### src/rtl/lig_pkg.sv
// Shared codes, constants and controller/datapath interface types.
package lig_pkg;

    localparam int QIDX_W = 10;
    localparam int REQ_W  = 2;
    localparam int POS_W  = 2;
    localparam int STAT_W = 3;

    localparam logic [REQ_W-1:0] REQ_CLEAR  = 2'd0;
    localparam logic [REQ_W-1:0] REQ_APPEND = 2'd1;
    localparam logic [REQ_W-1:0] REQ_QUERY  = 2'd2;

    localparam logic [POS_W-1:0] POS_EXACT    = 2'd0;
    localparam logic [POS_W-1:0] POS_INTERIOR = 2'd1;
    localparam logic [POS_W-1:0] POS_BEFORE   = 2'd2;
    localparam logic [POS_W-1:0] POS_AFTER    = 2'd3;

    localparam logic [STAT_W-1:0] STAT_DONE  = 3'd0;
    localparam logic [STAT_W-1:0] STAT_VALUE = 3'd1;
    localparam logic [STAT_W-1:0] STAT_NOVAL = 3'd2;
    localparam logic [STAT_W-1:0] STAT_OOB   = 3'd3;
    localparam logic [STAT_W-1:0] STAT_EQT   = 3'd4;
    localparam logic [STAT_W-1:0] STAT_FULL  = 3'd5;

    localparam logic [1:0] SRC_ZERO   = 2'd0;
    localparam logic [1:0] SRC_STORED = 2'd1;
    localparam logic [1:0] SRC_CALC   = 2'd2;

    localparam logic [31:0] WINDOW_RESET = 32'd86400;

    typedef struct packed {
        logic              capture;
        logic              cnt_clr;
        logic              cnt_inc;
        logic              ram_we;
        logic              rd_en;
        logic              rd_back;
        logic              ptr_idx;
        logic              ptr_i2p1;
        logic              ptr_i1;
        logic              ptr_inc;
        logic              ptr_dec;
        logic              flags_clr;
        logic              take_p1;
        logic              take_p2;
        logic              lim_load;
        logic              mul_start;
        logic              mul_step;
        logic              div_start;
        logic              div_step;
        logic              res_load;
        logic [STAT_W-1:0] res_status;
        logic [1:0]        res_src;
        logic              out_load;
    } lig_cmd_t;

    typedef struct packed {
        logic [REQ_W-1:0] req;
        logic             cls_exact;
        logic             cls_edge;
        logic             idx_oob;
        logic             full;
        logic             rd_valid;
        logic             ptr_zero;
        logic             ptr_end;
        logic             brk_b;
        logic             brk_f;
        logic             f1;
        logic             f2;
        logic             teq;
        logic             cnt_last;
    } lig_stat_t;

endpackage

### src/rtl/lig_ctrl.sv
// Request sequencer: scans, serial multiply/divide steps and result handoff.
module lig_ctrl import lig_pkg::*; (
    input  logic      aclk,
    input  logic      aresetn,
    input  logic      s_tvalid,
    output logic      s_tready,
    output logic      m_tvalid,
    input  logic      m_tready,
    input  logic      ext_en,
    input  lig_stat_t stat,
    output lig_cmd_t  cmd
);

    localparam logic [4:0] ST_IDLE    = 5'd0;
    localparam logic [4:0] ST_EXEC    = 5'd1;
    localparam logic [4:0] ST_IDX_RD  = 5'd2;
    localparam logic [4:0] ST_IDX_CHK = 5'd3;
    localparam logic [4:0] ST_B_RD    = 5'd4;
    localparam logic [4:0] ST_B_CHK   = 5'd5;
    localparam logic [4:0] ST_F_SET   = 5'd6;
    localparam logic [4:0] ST_F_RD    = 5'd7;
    localparam logic [4:0] ST_F_CHK   = 5'd8;
    localparam logic [4:0] ST_PAIR    = 5'd9;
    localparam logic [4:0] ST_X_RD    = 5'd10;
    localparam logic [4:0] ST_X_CHK   = 5'd11;
    localparam logic [4:0] ST_CMP     = 5'd12;
    localparam logic [4:0] ST_MUL     = 5'd13;
    localparam logic [4:0] ST_DIV_LD  = 5'd14;
    localparam logic [4:0] ST_DIV     = 5'd15;
    localparam logic [4:0] ST_FIN     = 5'd16;
    localparam logic [4:0] ST_OUT     = 5'd17;

    logic [4:0] state_reg, state_next;
    logic       xback_reg, xback_next;
    logic       ovalid_reg, ovalid_next;

    assign s_tready = (state_reg == ST_IDLE);
    assign m_tvalid = ovalid_reg;

    always_comb begin
        cmd         = '0;
        state_next  = state_reg;
        xback_next  = xback_reg;
        ovalid_next = ovalid_reg;
        if (ovalid_reg && m_tready) begin
            ovalid_next = 1'b0;
        end
        unique case (state_reg)
            ST_IDLE: begin
                if (s_tvalid) begin
                    cmd.capture = 1'b1;
                    state_next  = ST_EXEC;
                end
            end
            ST_EXEC: begin
                cmd.res_src = SRC_ZERO;
                state_next  = ST_OUT;
                case (stat.req)
                    REQ_CLEAR: begin
                        cmd.cnt_clr    = 1'b1;
                        cmd.res_load   = 1'b1;
                        cmd.res_status = STAT_DONE;
                    end
                    REQ_APPEND: begin
                        cmd.res_load = 1'b1;
                        if (stat.full) begin
                            cmd.res_status = STAT_FULL;
                        end else begin
                            cmd.ram_we     = 1'b1;
                            cmd.cnt_inc    = 1'b1;
                            cmd.res_status = STAT_DONE;
                        end
                    end
                    REQ_QUERY: begin
                        if (stat.idx_oob) begin
                            cmd.res_load   = 1'b1;
                            cmd.res_status = STAT_OOB;
                        end else begin
                            cmd.ptr_idx   = 1'b1;
                            cmd.flags_clr = 1'b1;
                            state_next    = ST_IDX_RD;
                        end
                    end
                    default: begin
                        cmd.res_load   = 1'b1;
                        cmd.res_status = STAT_DONE;
                    end
                endcase
            end
            ST_IDX_RD: begin
                cmd.rd_en  = 1'b1;
                state_next = ST_IDX_CHK;
            end
            ST_IDX_CHK: begin
                if (stat.cls_exact && stat.rd_valid) begin
                    cmd.res_load   = 1'b1;
                    cmd.res_status = STAT_VALUE;
                    cmd.res_src    = SRC_STORED;
                    state_next     = ST_OUT;
                end else if (!ext_en && stat.cls_edge) begin
                    cmd.res_load   = 1'b1;
                    cmd.res_status = STAT_NOVAL;
                    state_next     = ST_OUT;
                end else begin
                    state_next = ST_B_RD;
                end
            end
            ST_B_RD: begin
                if (stat.ptr_zero) begin
                    state_next = ST_F_SET;
                end else begin
                    cmd.rd_en   = 1'b1;
                    cmd.rd_back = 1'b1;
                    state_next  = ST_B_CHK;
                end
            end
            ST_B_CHK: begin
                if (stat.brk_b) begin
                    state_next = ST_F_SET;
                end else if (stat.rd_valid) begin
                    cmd.take_p1 = 1'b1;
                    state_next  = ST_F_SET;
                end else begin
                    cmd.ptr_dec = 1'b1;
                    state_next  = ST_B_RD;
                end
            end
            ST_F_SET: begin
                cmd.lim_load = 1'b1;
                cmd.ptr_idx  = 1'b1;
                state_next   = ST_F_RD;
            end
            ST_F_RD: begin
                if (stat.ptr_end) begin
                    state_next = ST_PAIR;
                end else begin
                    cmd.rd_en  = 1'b1;
                    state_next = ST_F_CHK;
                end
            end
            ST_F_CHK: begin
                if (stat.brk_f) begin
                    state_next = ST_PAIR;
                end else if (stat.rd_valid) begin
                    cmd.take_p2 = 1'b1;
                    state_next  = ST_PAIR;
                end else begin
                    cmd.ptr_inc = 1'b1;
                    state_next  = ST_F_RD;
                end
            end
            ST_PAIR: begin
                if ((!ext_en && !(stat.f1 && stat.f2)) || (!stat.f1 && !stat.f2)) begin
                    cmd.res_load   = 1'b1;
                    cmd.res_status = STAT_NOVAL;
                    state_next     = ST_OUT;
                end else if (!stat.f1) begin
                    cmd.ptr_i2p1 = 1'b1;
                    xback_next   = 1'b0;
                    state_next   = ST_X_RD;
                end else if (!stat.f2) begin
                    cmd.ptr_i1 = 1'b1;
                    xback_next = 1'b1;
                    state_next = ST_X_RD;
                end else begin
                    state_next = ST_CMP;
                end
            end
            ST_X_RD: begin
                if (xback_reg ? stat.ptr_zero : stat.ptr_end) begin
                    cmd.res_load   = 1'b1;
                    cmd.res_status = STAT_NOVAL;
                    state_next     = ST_OUT;
                end else begin
                    cmd.rd_en   = 1'b1;
                    cmd.rd_back = xback_reg;
                    state_next  = ST_X_CHK;
                end
            end
            ST_X_CHK: begin
                if (stat.rd_valid) begin
                    cmd.take_p1 = !xback_reg;
                    cmd.take_p2 = xback_reg;
                    state_next  = ST_CMP;
                end else begin
                    cmd.ptr_inc = !xback_reg;
                    cmd.ptr_dec = xback_reg;
                    state_next  = ST_X_RD;
                end
            end
            ST_CMP: begin
                if (stat.teq) begin
                    cmd.res_load   = 1'b1;
                    cmd.res_status = STAT_EQT;
                    state_next     = ST_OUT;
                end else begin
                    cmd.mul_start = 1'b1;
                    state_next    = ST_MUL;
                end
            end
            ST_MUL: begin
                cmd.mul_step = 1'b1;
                if (stat.cnt_last) begin
                    state_next = ST_DIV_LD;
                end
            end
            ST_DIV_LD: begin
                cmd.div_start = 1'b1;
                state_next    = ST_DIV;
            end
            ST_DIV: begin
                cmd.div_step = 1'b1;
                if (stat.cnt_last) begin
                    state_next = ST_FIN;
                end
            end
            ST_FIN: begin
                cmd.res_load   = 1'b1;
                cmd.res_status = STAT_VALUE;
                cmd.res_src    = SRC_CALC;
                state_next     = ST_OUT;
            end
            ST_OUT: begin
                if (!ovalid_reg || m_tready) begin
                    cmd.out_load = 1'b1;
                    ovalid_next  = 1'b1;
                    state_next   = ST_IDLE;
                end
            end
            default: begin
                state_next = ST_IDLE;
            end
        endcase
    end

    always_ff @(posedge aclk) begin
        if (!aresetn) begin
            state_reg  <= ST_IDLE;
            xback_reg  <= 1'b0;
            ovalid_reg <= 1'b0;
        end else begin
            state_reg  <= state_next;
            xback_reg  <= xback_next;
            ovalid_reg <= ovalid_next;
        end
    end

endmodule

### config.mk
export PLATFORM = sky130hd
export DESIGN_NAME = lig_ctrl
export DESIGN_NICKNAME = d
export VERILOG_FILES = /design/src/rtl/lig_pkg.sv /design/src/rtl/lig_ctrl.sv
export SDC_FILE = /design/constraint.sdc
export NUM_CORES = 1
export LEC_CHECK = 0
export BUFFER_PORTS_ARGS = -buffer_cell sky130_fd_sc_hd__buf_2
export CORE_AREA = 2 2 55 57
export CTS_CLUSTER_SIZE = 20
export DETAILED_ROUTE_END_ITERATION = 7
export DIE_AREA = 0 0 57 59
export GPL_ROUTABILITY_DRIVEN = 0
export PLACE_DENSITY_LB_ADDON = 0.05
export SYNTH_ARGS = -nofsm -noshare
export SYNTH_HDL_FRONTEND = slang
export SYNTH_SLANG_ARGS = --single-unit
export TNS_END_PERCENT = 5
### constraint.sdc
create_clock -name aclk -period 2.7 [get_ports aclk]
set_clock_uncertainty 0.05 [all_clocks]
set_input_delay 0.27 -clock aclk [delete_from_list [all_inputs] [get_ports aclk]]
set_output_delay 0.27 -clock aclk [all_outputs]
set_load 0.005 [all_outputs]
# [Yosys cells after proc, flatten, opt, wreduce, memory -nomap -nowiden]
# Index checks and enable logic that the tools add are counted.
[classes] n_eq_ne=24 muxes=78 n_bitwise=1 n_reduce_logical=18
[op_table] op="5-bit one-hot mux with 18 select lines" count=1
[op_table] op="5-bit two-way mux" count=14
[op_table] op="5-bit by 4-bit == test with 1-bit output (second input constant)" count=8
[op_table] op="1-bit two-way mux" count=32
[op_table] op="4-bit two-way mux" count=7
[op_table] op="4-bit one-hot mux with 6 select lines" count=1
[op_table] op="5-bit by 3-bit == test with 1-bit output (second input constant)" count=4
[op_table] op="2-bit two-way mux" count=10
[op_table] op="3-bit two-way mux" count=4
[op_table] op="1-bit one-hot mux with 2 select lines" count=6
[op_table] op="5-bit by 2-bit == test with 1-bit output (second input constant)" count=2
[op_table] op="5-bit == test (second input constant)" count=2
[op_table] op="2-bit != test (second input constant)" count=5
[op_table] op="4-bit one-hot mux with 2 select lines" count=1
[op_table] op="1-bit logical AND" count=6
[op_table] op="1-bit zero test" count=6
[op_table] op="5-bit by 1-bit == test with 1-bit output (second input constant)" count=1
[op_table] op="5-bit zero test" count=1
[op_table] op="1-bit one-hot mux with 4 select lines" count=1
[op_table] op="2-bit one-hot mux with 2 select lines" count=1
[op_table] op="4-bit AND reduction" count=1
[op_table] op="3-bit AND reduction" count=1
[op_table] op="2-bit by 1-bit == test with 1-bit output (second input constant)" count=1
[op_table] op="2-bit == test (second input constant)" count=1
[op_table] op="other kinds (3)" count=4
[totals] ff_bits=7 input_bits=20 output_inout_bits=28 elab_cells=124

# [Longest topological paths before layout]
# Gate-level depths: netlist of the first run.
[depth] ltp_word=6 depth_mapped=6 depth_no_buf=6

# [Worst setup path after synthesis of the first run]
# OpenSTA, ideal clock, no wires.
[synth_timing] kind="reg2out" start="register state_reg[1]" end="output port cmd[23] in the netlist's numbering" t_arrival_ps=1431 required_ps=2380 path_slack_ps=949 stages_incl_launch_ff=6 n_path_buf=3 path_cell_list="dfxtp_1 buf_6 or3_1 buf_2 nor4b_1 buf_4"
[synth_rtl] item="start, declared" line="lig_ctrl.sv:33" source="logic [4:0] state_reg, state_next;"
[synth_rtl] item="start signal, assigned" line="lig_ctrl.sv:242" source="state_reg <= state_next;"
[synth_rtl] item="end, declared" line="lig_ctrl.sv:11" source="output lig_cmd_t cmd"

==> results.md, run 1 <==
- Status: finished clean
- Number of synthesized flops with an enable pin: 0
- Detailed Place HPWL: 2700 µm
- PostCTS Resize Cnt: 0
- Rows: 19
- Synth warn: 0
- Antenna violations before repair: 0
- Max-Cap Viols: 0
- Final Non-Filler Cells: 232
- Overall power: 397 µW
- Net Sw Power: 154 µW
- Clock buffer depth: 2
- Initial DRC count: 52
- CTS tree: yes
- Post-synth ARST share: 0%
- Cell variety after synth: 56
- Largest net degree at the start of global routing: 20
- Post CTS Setup Buffer Count: 0
- Clock sinks: 7
- Most used flip-flop cell after synthesis: dfxtp_1
- RSZ-0062 raised after global routing: false
- #FFs+latches synth: 7
- Die width: 57 µm
- Area Overhead vs Synth: 21.3%
- Share of cells above drive strength 1: 30.3%
- Rel. slew slack: 55.6%
- Mapped cell area: 1110 µm²
- Largest register FFs: 5
- Clock power frac: 23.7%
- Worst vdd ir: 0.376 mV
- Starting density of the core: 41.1%
- Routed len/inst: 15.1 µm
- Vias per inst: 5.99
- Comb power frac: 45.0%
- # fillers: 296
- Final Hold Vio Count: 0
- Cts bufs inserted: 3
- Switch share: 38.9%
- Root Buffer: clkbuf_4
- Max-slew violations: 0
- Detailed Routing Iterations Pass 1: 4
- Nets: 225
- Die area: 3360 µm²
- First-pass GRT wire length: 5730 µm
- DP Cell Count: 228
- Syn_area_per_cell: 6.83 µm²
- FF+latch area: 140 µm²
- Sequential Power Share: 31.2%
- Pint: 242 µW
- WS Path Type: flip-flop to output port
- Die Y-Extent: 59 µm
- Worst-margin pin slew: 0.665 ns
- WP data required: 2.38 ns
- Final Cycle Share: 90.7%
- Core Region: 2710 µm²
- TNS Setup: 0 ns
- Sequential-to-total area share from yosys stat: 12.6%
- Minimum clock period: 2.45 ns
- Leakage: 0.607 nW
- PortBufs: 47
- # setup viols final: 0
- Clock transition at the registers of the reported paths: 0.05 ns
- CP peak stage delay: 0.67 ns
- Synth Net Count: 186
- CP cell instances: or3b_1, or3_4, a21boi_2, buf_2
- H-Tree Depth: 1
- Slowest cell on the critical path: dfxtp_1
- R2R Setup Slk: 0.77 ns
- Detailed Route WL: 3500 µm
- Worst-skew pair later-pin latency: 0.25 ns
- GRT overflow: 0
- Hold-fix buffers, CTS: 0
- CP startpoint kind: flip-flop
- Via Count: 1,390
- CP max FO: 19
- Vias in the first global route: 1,235
- Worst hold path type: input pin to flip-flop
- Fmax: 408 MHz
- Detail Route Antenna Nets: 0
- Total Routing Usage GR: 21.3%
- Arr. time, crit path: 2.13 ns
- DRC viols: 0
- Critical Path End Type: output port
- Pwr dens: 294 nW/µm²
- Post-Syn Instances: 163
- IO Count: 48
- Area of the multi-input gates: 870 µm²
- # diodes: 0
## placed cells by master (no fill, tap or decap), types with 2 or more instances in the layout
cell type and n:
buf_2 47, nor2_1 17, nand2_1 10, nor3_1 10
inv_1 7, o21ai_0 7, dfxtp_1 7, nand2b_1 6
and2_1 6, nor4_1 6, a31oi_1 6, or3_1 5
nor2b_1 5, a21oi_1 4, and3_1 3, ha_1 3
clkbuf_4 3, or3b_1 2, a22oi_1 2, or2_2 2
a32oi_1 2, mux2i_1 2, a311oi_1 2, xor2_1 2
a221oi_1 2, nand3b_1 2, buf_4 2
## metal layers
metal,global-route usage (%),share of wire (%),up-vias
met5,0,0,-
met4,1.99,0,0
met3,3.93,8.1,0
met2,36.9,48,75
met1,28.7,44,638
li1,-,-,677
## cell type report
| class | instances | area share (%) |
|---|---|---|
| inverter | 7 | 1.94 |
| clock buffer | 4 | 1.94 |
| tap | 31 | 2.87 |
| timing repair buffer | 49 | 18.5 |
| multi-input combinational | 134 | 64.4 |
| sequential | 7 | 10.4 |
## worst max-delay path, delay by kind of cell, from the launching register on
| family | cells | cell delay, ns |
|---|---|---|
| AO/OA/AOI/OAI | 1 | 0.13 |
| buffers and inverters | 1 | 0.12 |
| flip-flops | 1 | 0.67 |
| AND/OR/NAND/NOR | 2 | 0.97 |
## power groups by stage
stage | clock [mW] | sequential [mW] | combinational [mW]
detailed placement | 0 | 0.125 | 0.177
CTS | 0.100 | 0.123 | 0.178
finish | 0.0942 | 0.124 | 0.179
global route | 0.106 | 0.125 | 0.199
floorplan | 0 | 0.113 | 0.124
global placement | 0 | 0.126 | 0.176
## path summary, 6_finish.rpt
| kind | cells past startpoint | startpoint | endpoint |
|---|---|---|---|
| hold reg to reg | 2 | m_tvalid | m_tvalid |
| setup reg to reg | 5 | state_reg[3] | state_reg[4] |
| hold / removal | 3 | aresetn | state_reg[0] |
| setup / recovery | 4 | state_reg[1] | cmd[13] |
## cells in the mapped netlist, types with 3 or more instances
cell type | count | share of area [%]
a21oi_1 | 4 | 1.8
a31oi_1 | 6 | 3.4
and2_1 | 6 | 3.4
and3_1 | 3 | 1.7
buf_2 | 8 | 3.6
clkbuf_1 | 5 | 1.7
dfxtp_1 | 7 | 13
ha_1 | 3 | 3.4
inv_1 | 7 | 2.4
nand2_1 | 10 | 3.4
nand2b_1 | 6 | 3.4
nor2_1 | 17 | 5.7
nor2b_1 | 5 | 2.8
nor3_1 | 10 | 4.5
nor4_1 | 6 | 3.4
o21ai_0 | 7 | 3.1
or3_1 | 5 | 2.8
## cell families (layout without fill, tap and decap cells)
logic type	after synthesis	after routing	synth area share (%)
compound gates	42	42	27.1
xor+xnor	2	2	1.57
fa+ha+maj	4	4	4.27
buf+inv	22	60	9.33
flops	7	7	12.6
mux	2	2	1.80
simple gates	84	84	43.4
## stage by stage
step           cell area [µm²]  hold slack, ns  worst slack (ns)  util (%)
2_1_floorplan             1110           0.349             0.949         -
3_3_place_gp              1330           0.478             0.559      48.9
3_5_place_dp              1330           0.492             0.545      48.9
4_1_cts                   1350           0.262             0.260      49.9
5_1_grt                   1350           0.265            0.0187      49.9
6_report                  1350           0.272             0.252      49.9
Power figures use the tool's default switching activity.
==> inputs of run 2 (changes only) <==
--- a/config.mk
+++ b/config.mk
@@ -12,6 +12,7 @@
 export DIE_AREA = 0 0 57 59
 export GPL_ROUTABILITY_DRIVEN = 0
 export PLACE_DENSITY_LB_ADDON = 0.05
+export REMOVE_ABC_BUFFERS = 1
 export SYNTH_ARGS = -nofsm -noshare
 export SYNTH_HDL_FRONTEND = slang
 export SYNTH_SLANG_ARGS = --single-unit
==> run 2 against run 1 <==
Net effect:
- combinational power shrank 3%
- cell area up 0.56%
- die area unchanged
- wire length is 0.43% higher
- power increased by 0.72%
- maximum frequency shrank 1.8%
- clock power rose by 5.7%
- non-clock buffer count up 1
- clock-buffer cell count stayed put
- largest power group unchanged
- highest routed layer is now met4
==> results.md, run 2 (same netlist as run 1, synthesis figures left out) <==
- Status: finished clean
- Share of cells above drive strength 1: 30.7% (+0.34 points)
- CP cell instances: or3b_1, or3_4, a21boi_2, buf_2
- Clock transition at the registers of the reported paths: 0.06 ns (about the same)
- Nets: 226 (+0.44%)
- Fin area: 1360 µm² (+0.56%)
- Post CTS Setup Buffer Count: 0 (unchanged)
- Detailed Route WL: 3510 µm (+0.43%)
- Core Region: 2710 µm² (unchanged)
- Arr. time, crit path: 2.17 ns (+0.04 ns)
- Post-DP Area: 1330 µm² (+0.57%)
- Pwr dens: 294 nW/µm² (+0.16%)
- Final worst slack: 0.208 ns (-0.0438 ns)
- Leakage: 0.612 nW (+0.90%)
- Minimum clock period: 2.49 ns (+0.0438 ns)
- CTS tree: yes
- PortBufs: 47 (unchanged)
- Largest net degree at the start of global routing: 20 (unchanged)
- WP data required: 2.38 ns (about the same)
- Final Cycle Share: 92.3% (+1.6 points)
- Die width: 57 µm (unchanged)
- Hold depth: 3 (unchanged)
- Cell count of the worst reg-to-reg path: 4 (-1)
- Worst-skew pair later-pin latency: 0.26 ns (about the same)
- Slowest cell on the critical path: dfxtp_1
- H-Tree Depth: 1 (unchanged)
- Largest register FFs: 5 (unchanged)
- Detailed Place HPWL: 2680 µm (-0.79%)
- Routed len/inst: 15.1 µm (about the same)
- Sequential Power Share: 31.8% (+0.6 points)
- DRC viols: 0 (unchanged)
- Pre-CTS worst setup slack: 0.506 ns (-0.0395 ns)
- CP max FO: 19 (unchanged)
- Detailed Routing Iterations Pass 1: 4 (unchanged)
- Max-Cap Viols: 0 (unchanged)
- Most common cell after layout, fill and taps aside: buf_2
- Critical Path End Type: output port
- Final Hold Vio Count: 0 (unchanged)
- Rel. slew slack: 61.4% (+5.7 points)
- Die area: 3360 µm² (unchanged)
- Vias per inst: 5.90 (-1.6%)
- Clock sinks: 7 (unchanged)
- RSZ-0062 raised after global routing: false
- Die Y-Extent: 59 µm (unchanged)
- Antenna violations before repair: 0 (unchanged)
- # setup viols final: 0 (unchanged)
- Pint: 243 µW (about the same)
- Total Routing Usage GR: 20.8% (-0.47 points)
- Worst-margin pin slew: 0.574 ns (-0.0902 ns)
- Overall power: 400 µW (+0.72%)
- Final Non-Filler Cells: 233 (+0.43%)
- GRT overflow: 0 (unchanged)
- Worst vdd ir: 0.209 mV (-44%)
- PostCTS Resize Cnt: 0 (unchanged)
- Root Buffer: clkbuf_4
- # diodes: 0 (unchanged)
- Most frequent cells in the layout: 47 x buf_2, 17 x nor2_1, 10 x nand2_1, 10 x nor3_1
- Detail Route Antenna Nets: 0 (unchanged)
- Area Overhead vs Synth: 22.0%
- Initial DRC count: 44 (-15%)
- Switch share: 39.3% (+0.39 points)
- Worst hold path type: input pin to flip-flop
- First-pass GRT wire length: 5620 µm (-1.8%)
- TNS Setup: 0 ns (unchanged)
- Rows: 19 (unchanged)
- Via Count: 1,374 (-1.2%)
- Max-slew violations: 0 (unchanged)
- CP startpoint kind: flip-flop
- IO Count: 48 (unchanged)
- Vias in the first global route: 1,227 (-0.65%)
- Starting density of the core: 41.1% (unchanged)
- WS Path Type: flip-flop to output port
- Clock buffer depth: 2 (unchanged)
- CP peak stage delay: 0.68 ns (about the same)
- Fmax: 401 MHz (-1.8%)
- DP Cell Count: 229 (+0.44%)
- Net Sw Power: 157 µW (+1.7%)
- Hold-fix buffers, CTS: 0 (unchanged)
- Cts bufs inserted: 3 (unchanged)
- Comb power frac: 43.3% (-1.7 points)
- Clock power frac: 24.9% (+1.2 points)
## run 2: cell types whose count changed in the layout (fill, tap and decap cells not counted), sizes merged
cell,change
buf,+1
## run 2: layout make-up
class / instances / area, µm²
inverter: 7 / 26.3
timing repair buffer: 50 / 258
tap: 31 / 38.8
multi-input combinational: 134 / 870
fill: 291 / 1350
clock buffer: 4 / 26.3
sequential: 7 / 140
## run 2: worst max-delay path, delay by kind of cell, from the launching register on
| family | cells | cell delay, ns |
|---|---|---|
| compound gates | 1 | 0.14 |
| flops | 1 | 0.68 |
| simple gates | 2 | 0.97 |
| buf+inv | 1 | 0.12 |
## run 2: power groups by stage
stage          clock, mW  combinational, mW  sequential [mW]
3_3_place_gp           0              0.171            0.129
3_5_place_dp           0              0.170            0.128
2_1_floorplan          0             0.0982            0.125
6_report          0.0996              0.173            0.127
5_1_grt            0.105              0.194            0.128
4_1_cts            0.100              0.171            0.126
## run 2: path summary, 6_finish.rpt
check               start  slack (ns)           end
min               aresetn        0.25  state_reg[0]
max          state_reg[1]        0.21       cmd[13]
max reg2reg  state_reg[1]        0.71  state_reg[4]
min reg2reg      m_tvalid        0.51      m_tvalid
## run 2: per-stage QoR
stage               util, %  hold slack [ns]
floorplan                 -            0.349
global placement       49.2            0.493
detailed placement     49.2            0.495
CTS                    50.1            0.248
global route           50.1            0.253
finish                 50.1            0.248
## run 2: routing by layer
metal / up-vias / part of all wire [%] / GRT usage, %
met1: 609 / 44 / 28.3
li1: 680 / - / -
met3: 4 / 7.9 / 2.40
met4: 0 / 0.63 / 5.98
met5: - / 0 / 0
met2: 81 / 47 / 35.0
==> inputs of run 3 (changes only) <==
--- a/config.mk
+++ b/config.mk
@@ -6,10 +6,12 @@
 export NUM_CORES = 1
 export LEC_CHECK = 0
 export BUFFER_PORTS_ARGS = -buffer_cell sky130_fd_sc_hd__buf_2
-export CORE_AREA = 2 2 55 57
+export CELL_PAD_IN_SITES_DETAIL_PLACEMENT = 0
+export CELL_PAD_IN_SITES_GLOBAL_PLACEMENT = 1
+export CORE_AREA = 2 2 60 62
 export CTS_CLUSTER_SIZE = 20
 export DETAILED_ROUTE_END_ITERATION = 7
-export DIE_AREA = 0 0 57 59
+export DIE_AREA = 0 0 62 64
 export GPL_ROUTABILITY_DRIVEN = 0
 export PLACE_DENSITY_LB_ADDON = 0.05
 export REMOVE_ABC_BUFFERS = 1
==> run 3 against run 2 <==
Net effect:
- sequential power decreased by 4%
- die area increased by 18%
- highest routed layer unchanged
- via count is 0.95% higher
- hold slack better by 0.0043 ns
- critical path depth did not move
- wire length is 3.2% higher
- non-clock buffer count stayed put
- combinational power rose by 3%
- flip-flop and latch count is the same
- cell area rose by 1.4%
- clock-buffer cell count unchanged
==> results.md, run 3 (same netlist as run 1, synthesis figures left out) <==
- Die width: 62 µm (+8.8%)
- Worst-margin pin slew: 0.585 ns (+0.0106 ns)
- Rel. slew slack: 60.6% (-0.71 points)
- Hold-fix buffers, CTS: 0 (unchanged)
- # fillers: 363 (+25%)
- Worst vdd ir: 0.0920 mV (-56%)
- Crit path max-delay family: simple AND/OR/NAND/NOR gates
- Most frequent cells in the layout: 47 x buf_2, 17 x nor2_1, 10 x nand2_1, 10 x nor3_1
- Root Buffer: clkbuf_4
- Pre-CTS worst setup slack: 0.521 ns (+0.0155 ns)
- First-pass GRT wire length: 5790 µm (+3.0%)
- Status: finished clean
- Vias in the first global route: 1,257 (+2.4%)
- Max-slew violations: 0 (unchanged)
- Clock transition at the registers of the reported paths: 0.05 ns (about the same)
- Detailed Route WL: 3630 µm (+3.2%)
- # diodes: 0 (unchanged)
- Clock buffer depth: 2 (unchanged)
- Most common cell after layout, fill and taps aside: buf_2
- FF+latch area: 140 µm² (unchanged)
- Via Count: 1,387 (+0.95%)
- Starting density of the core: 33.9% (-7.2 points)
- RSZ-0062 raised after global routing: false
- Detail Route Antenna Nets: 0 (unchanged)
- CP Depth: 4 (unchanged)
- CTS tree: yes
- CP max FO: 19 (unchanged)
- Grt met2 use: 30.7% (-4.2 points)
- PortBufs: 47 (unchanged)
- IO Count: 48 (unchanged)
- CP cell instances: or3b_1, or3_4, a21oi_2, buf_2
- WP data required: 2.38 ns (about the same)
- Antenna violations before repair: 0 (unchanged)
- Max-Cap Viols: 0 (unchanged)
- Nets: 226 (unchanged)
- Fmax: 406 MHz (+1.3%)
- Die Y-Extent: 64 µm (+8.5%)
- CP startpoint kind: flip-flop
- Largest net degree at the start of global routing: 20 (unchanged)
- Overall power: 399 µW (-0.23%)
- Detailed Place HPWL: 2870 µm (+7.1%)
- Final Non-Filler Cells: 248 (+6.4%)
- Arr. time, crit path: 2.14 ns (-0.03 ns)
- Vias per inst: 5.59 (-5.2%)
- Total Routing Usage GR: 19.1% (-1.7 points)
- Minimum clock period: 2.46 ns (-0.0313 ns)
- Detailed Routing Iterations Pass 1: 4 (unchanged)
- Slowest cell on the critical path: dfxtp_1
- Hold depth: 3 (unchanged)
- Final worst slack: 0.239 ns (+0.0313 ns)
- Area of the multi-input gates: 870 µm² (unchanged)
- Final Hold Vio Count: 0 (unchanged)
- Worst-skew pair later-pin latency: 0.25 ns (about the same)
- Worst hold path type: input pin to flip-flop
- Post-layout util: 41.9% (-8.2 points)
- WS Path Type: flip-flop to output port
- # setup viols final: 0 (unchanged)
- Share of cells above drive strength 1: 30.7% (unchanged)
- Cts bufs inserted: 3 (unchanged)
- Leakage: 0.612 nW (unchanged)
- Met3 Use GR: 2.83% (+0.43 points)
- H-Tree Depth: 1 (unchanged)
- Routed len/inst: 14.6 µm (-3.0%)
- Reg-to-reg endpoint: state_reg[4]
- PostCTS Resize Cnt: 0 (unchanged)
- DRC viols: 0 (unchanged)
- DP Cell Count: 244 (+6.6%)
- GR Util met1: 26.6% (-1.7 points)
- Worst r2r src: state_reg[1]
- Initial DRC count: 53 (+20%)
- Final Cycle Share: 91.1% (-1.2 points)
- Cell count of the worst reg-to-reg path: 4 (unchanged)
- Post CTS Setup Buffer Count: 0 (unchanged)
- Pwr dens: 289 nW/µm² (-1.6%)
- Core Region: 3280 µm² (+21%)
- Hold Startpoint: aresetn
- Largest register FFs: 5 (unchanged)
- Critical Path End Type: output port
- CP startpoint: state_reg[1]
- Hold EP: state_reg[0]
- Most Crowded Layer GR: met2
- Worst Path Buf+Inv: 1 (unchanged)
- Area Overhead vs Synth: 23.7%
- R2R Setup Slk: 0.74 ns (+0.03 ns)
- CP peak stage delay: 0.68 ns (about the same)
- Rows: 21 (+2)
- TNS Setup: 0 ns (unchanged)
- Die area: 3970 µm² (+18%)
- Clock sinks: 7 (unchanged)
- GRT overflow: 0 (unchanged)
[run 3: cell counts in the layout (fill, tap and decap cells not counted)]
No cell type changed its count.
[run 3: where the power goes]
part	leakage, nW	internal (mW)	switching [mW]	total (mW)
logic	0.541	0.0768	0.102	0.179
clock network	0.0150	0.0566	0.0418	0.0984
registers	0.0568	0.109	0.0127	0.122
total	0.612	0.242	0.156	0.399
[run 3: per-layer routing]
layer  wire, µm  share of wire [%]
met1       1600                 44
met2       1760                 49
met4          8               0.22
met5          0                  0
met3        259                7.1
[run 3: metrics by stage]
stage          hold slack, ns  area (µm²)
4_1_cts                 0.248        1380
3_5_place_dp            0.491        1350
5_1_grt                 0.254        1380
3_3_place_gp            0.488        1350
2_1_floorplan           0.349        1040
6_report                0.252        1380
[run 3: cell type report]
type	instances	area share, %
tap	46	4.18
inverter	7	1.91
clock buffer	4	1.91
timing repair buffer	50	18.7
multi-input combinational	134	63.1
sequential	7	10.2
[run 3: worst max-delay path by stage]
stage	to	slack (ns)
6_report	cmd[16]	0.24
5_1_grt	cmd[6]	0.008
4_1_cts	cmd[16]	0.25
3_5_place_dp	cmd[16]	0.52
3_3_place_gp	cmd[16]	0.56
2_1_floorplan	cmd[13]	0.81
[run 3: worst min-delay path, stage by stage]
cell and delay (ns):
buf_2 0.13, o31ai_1 0.07, a31oi_1 0.04
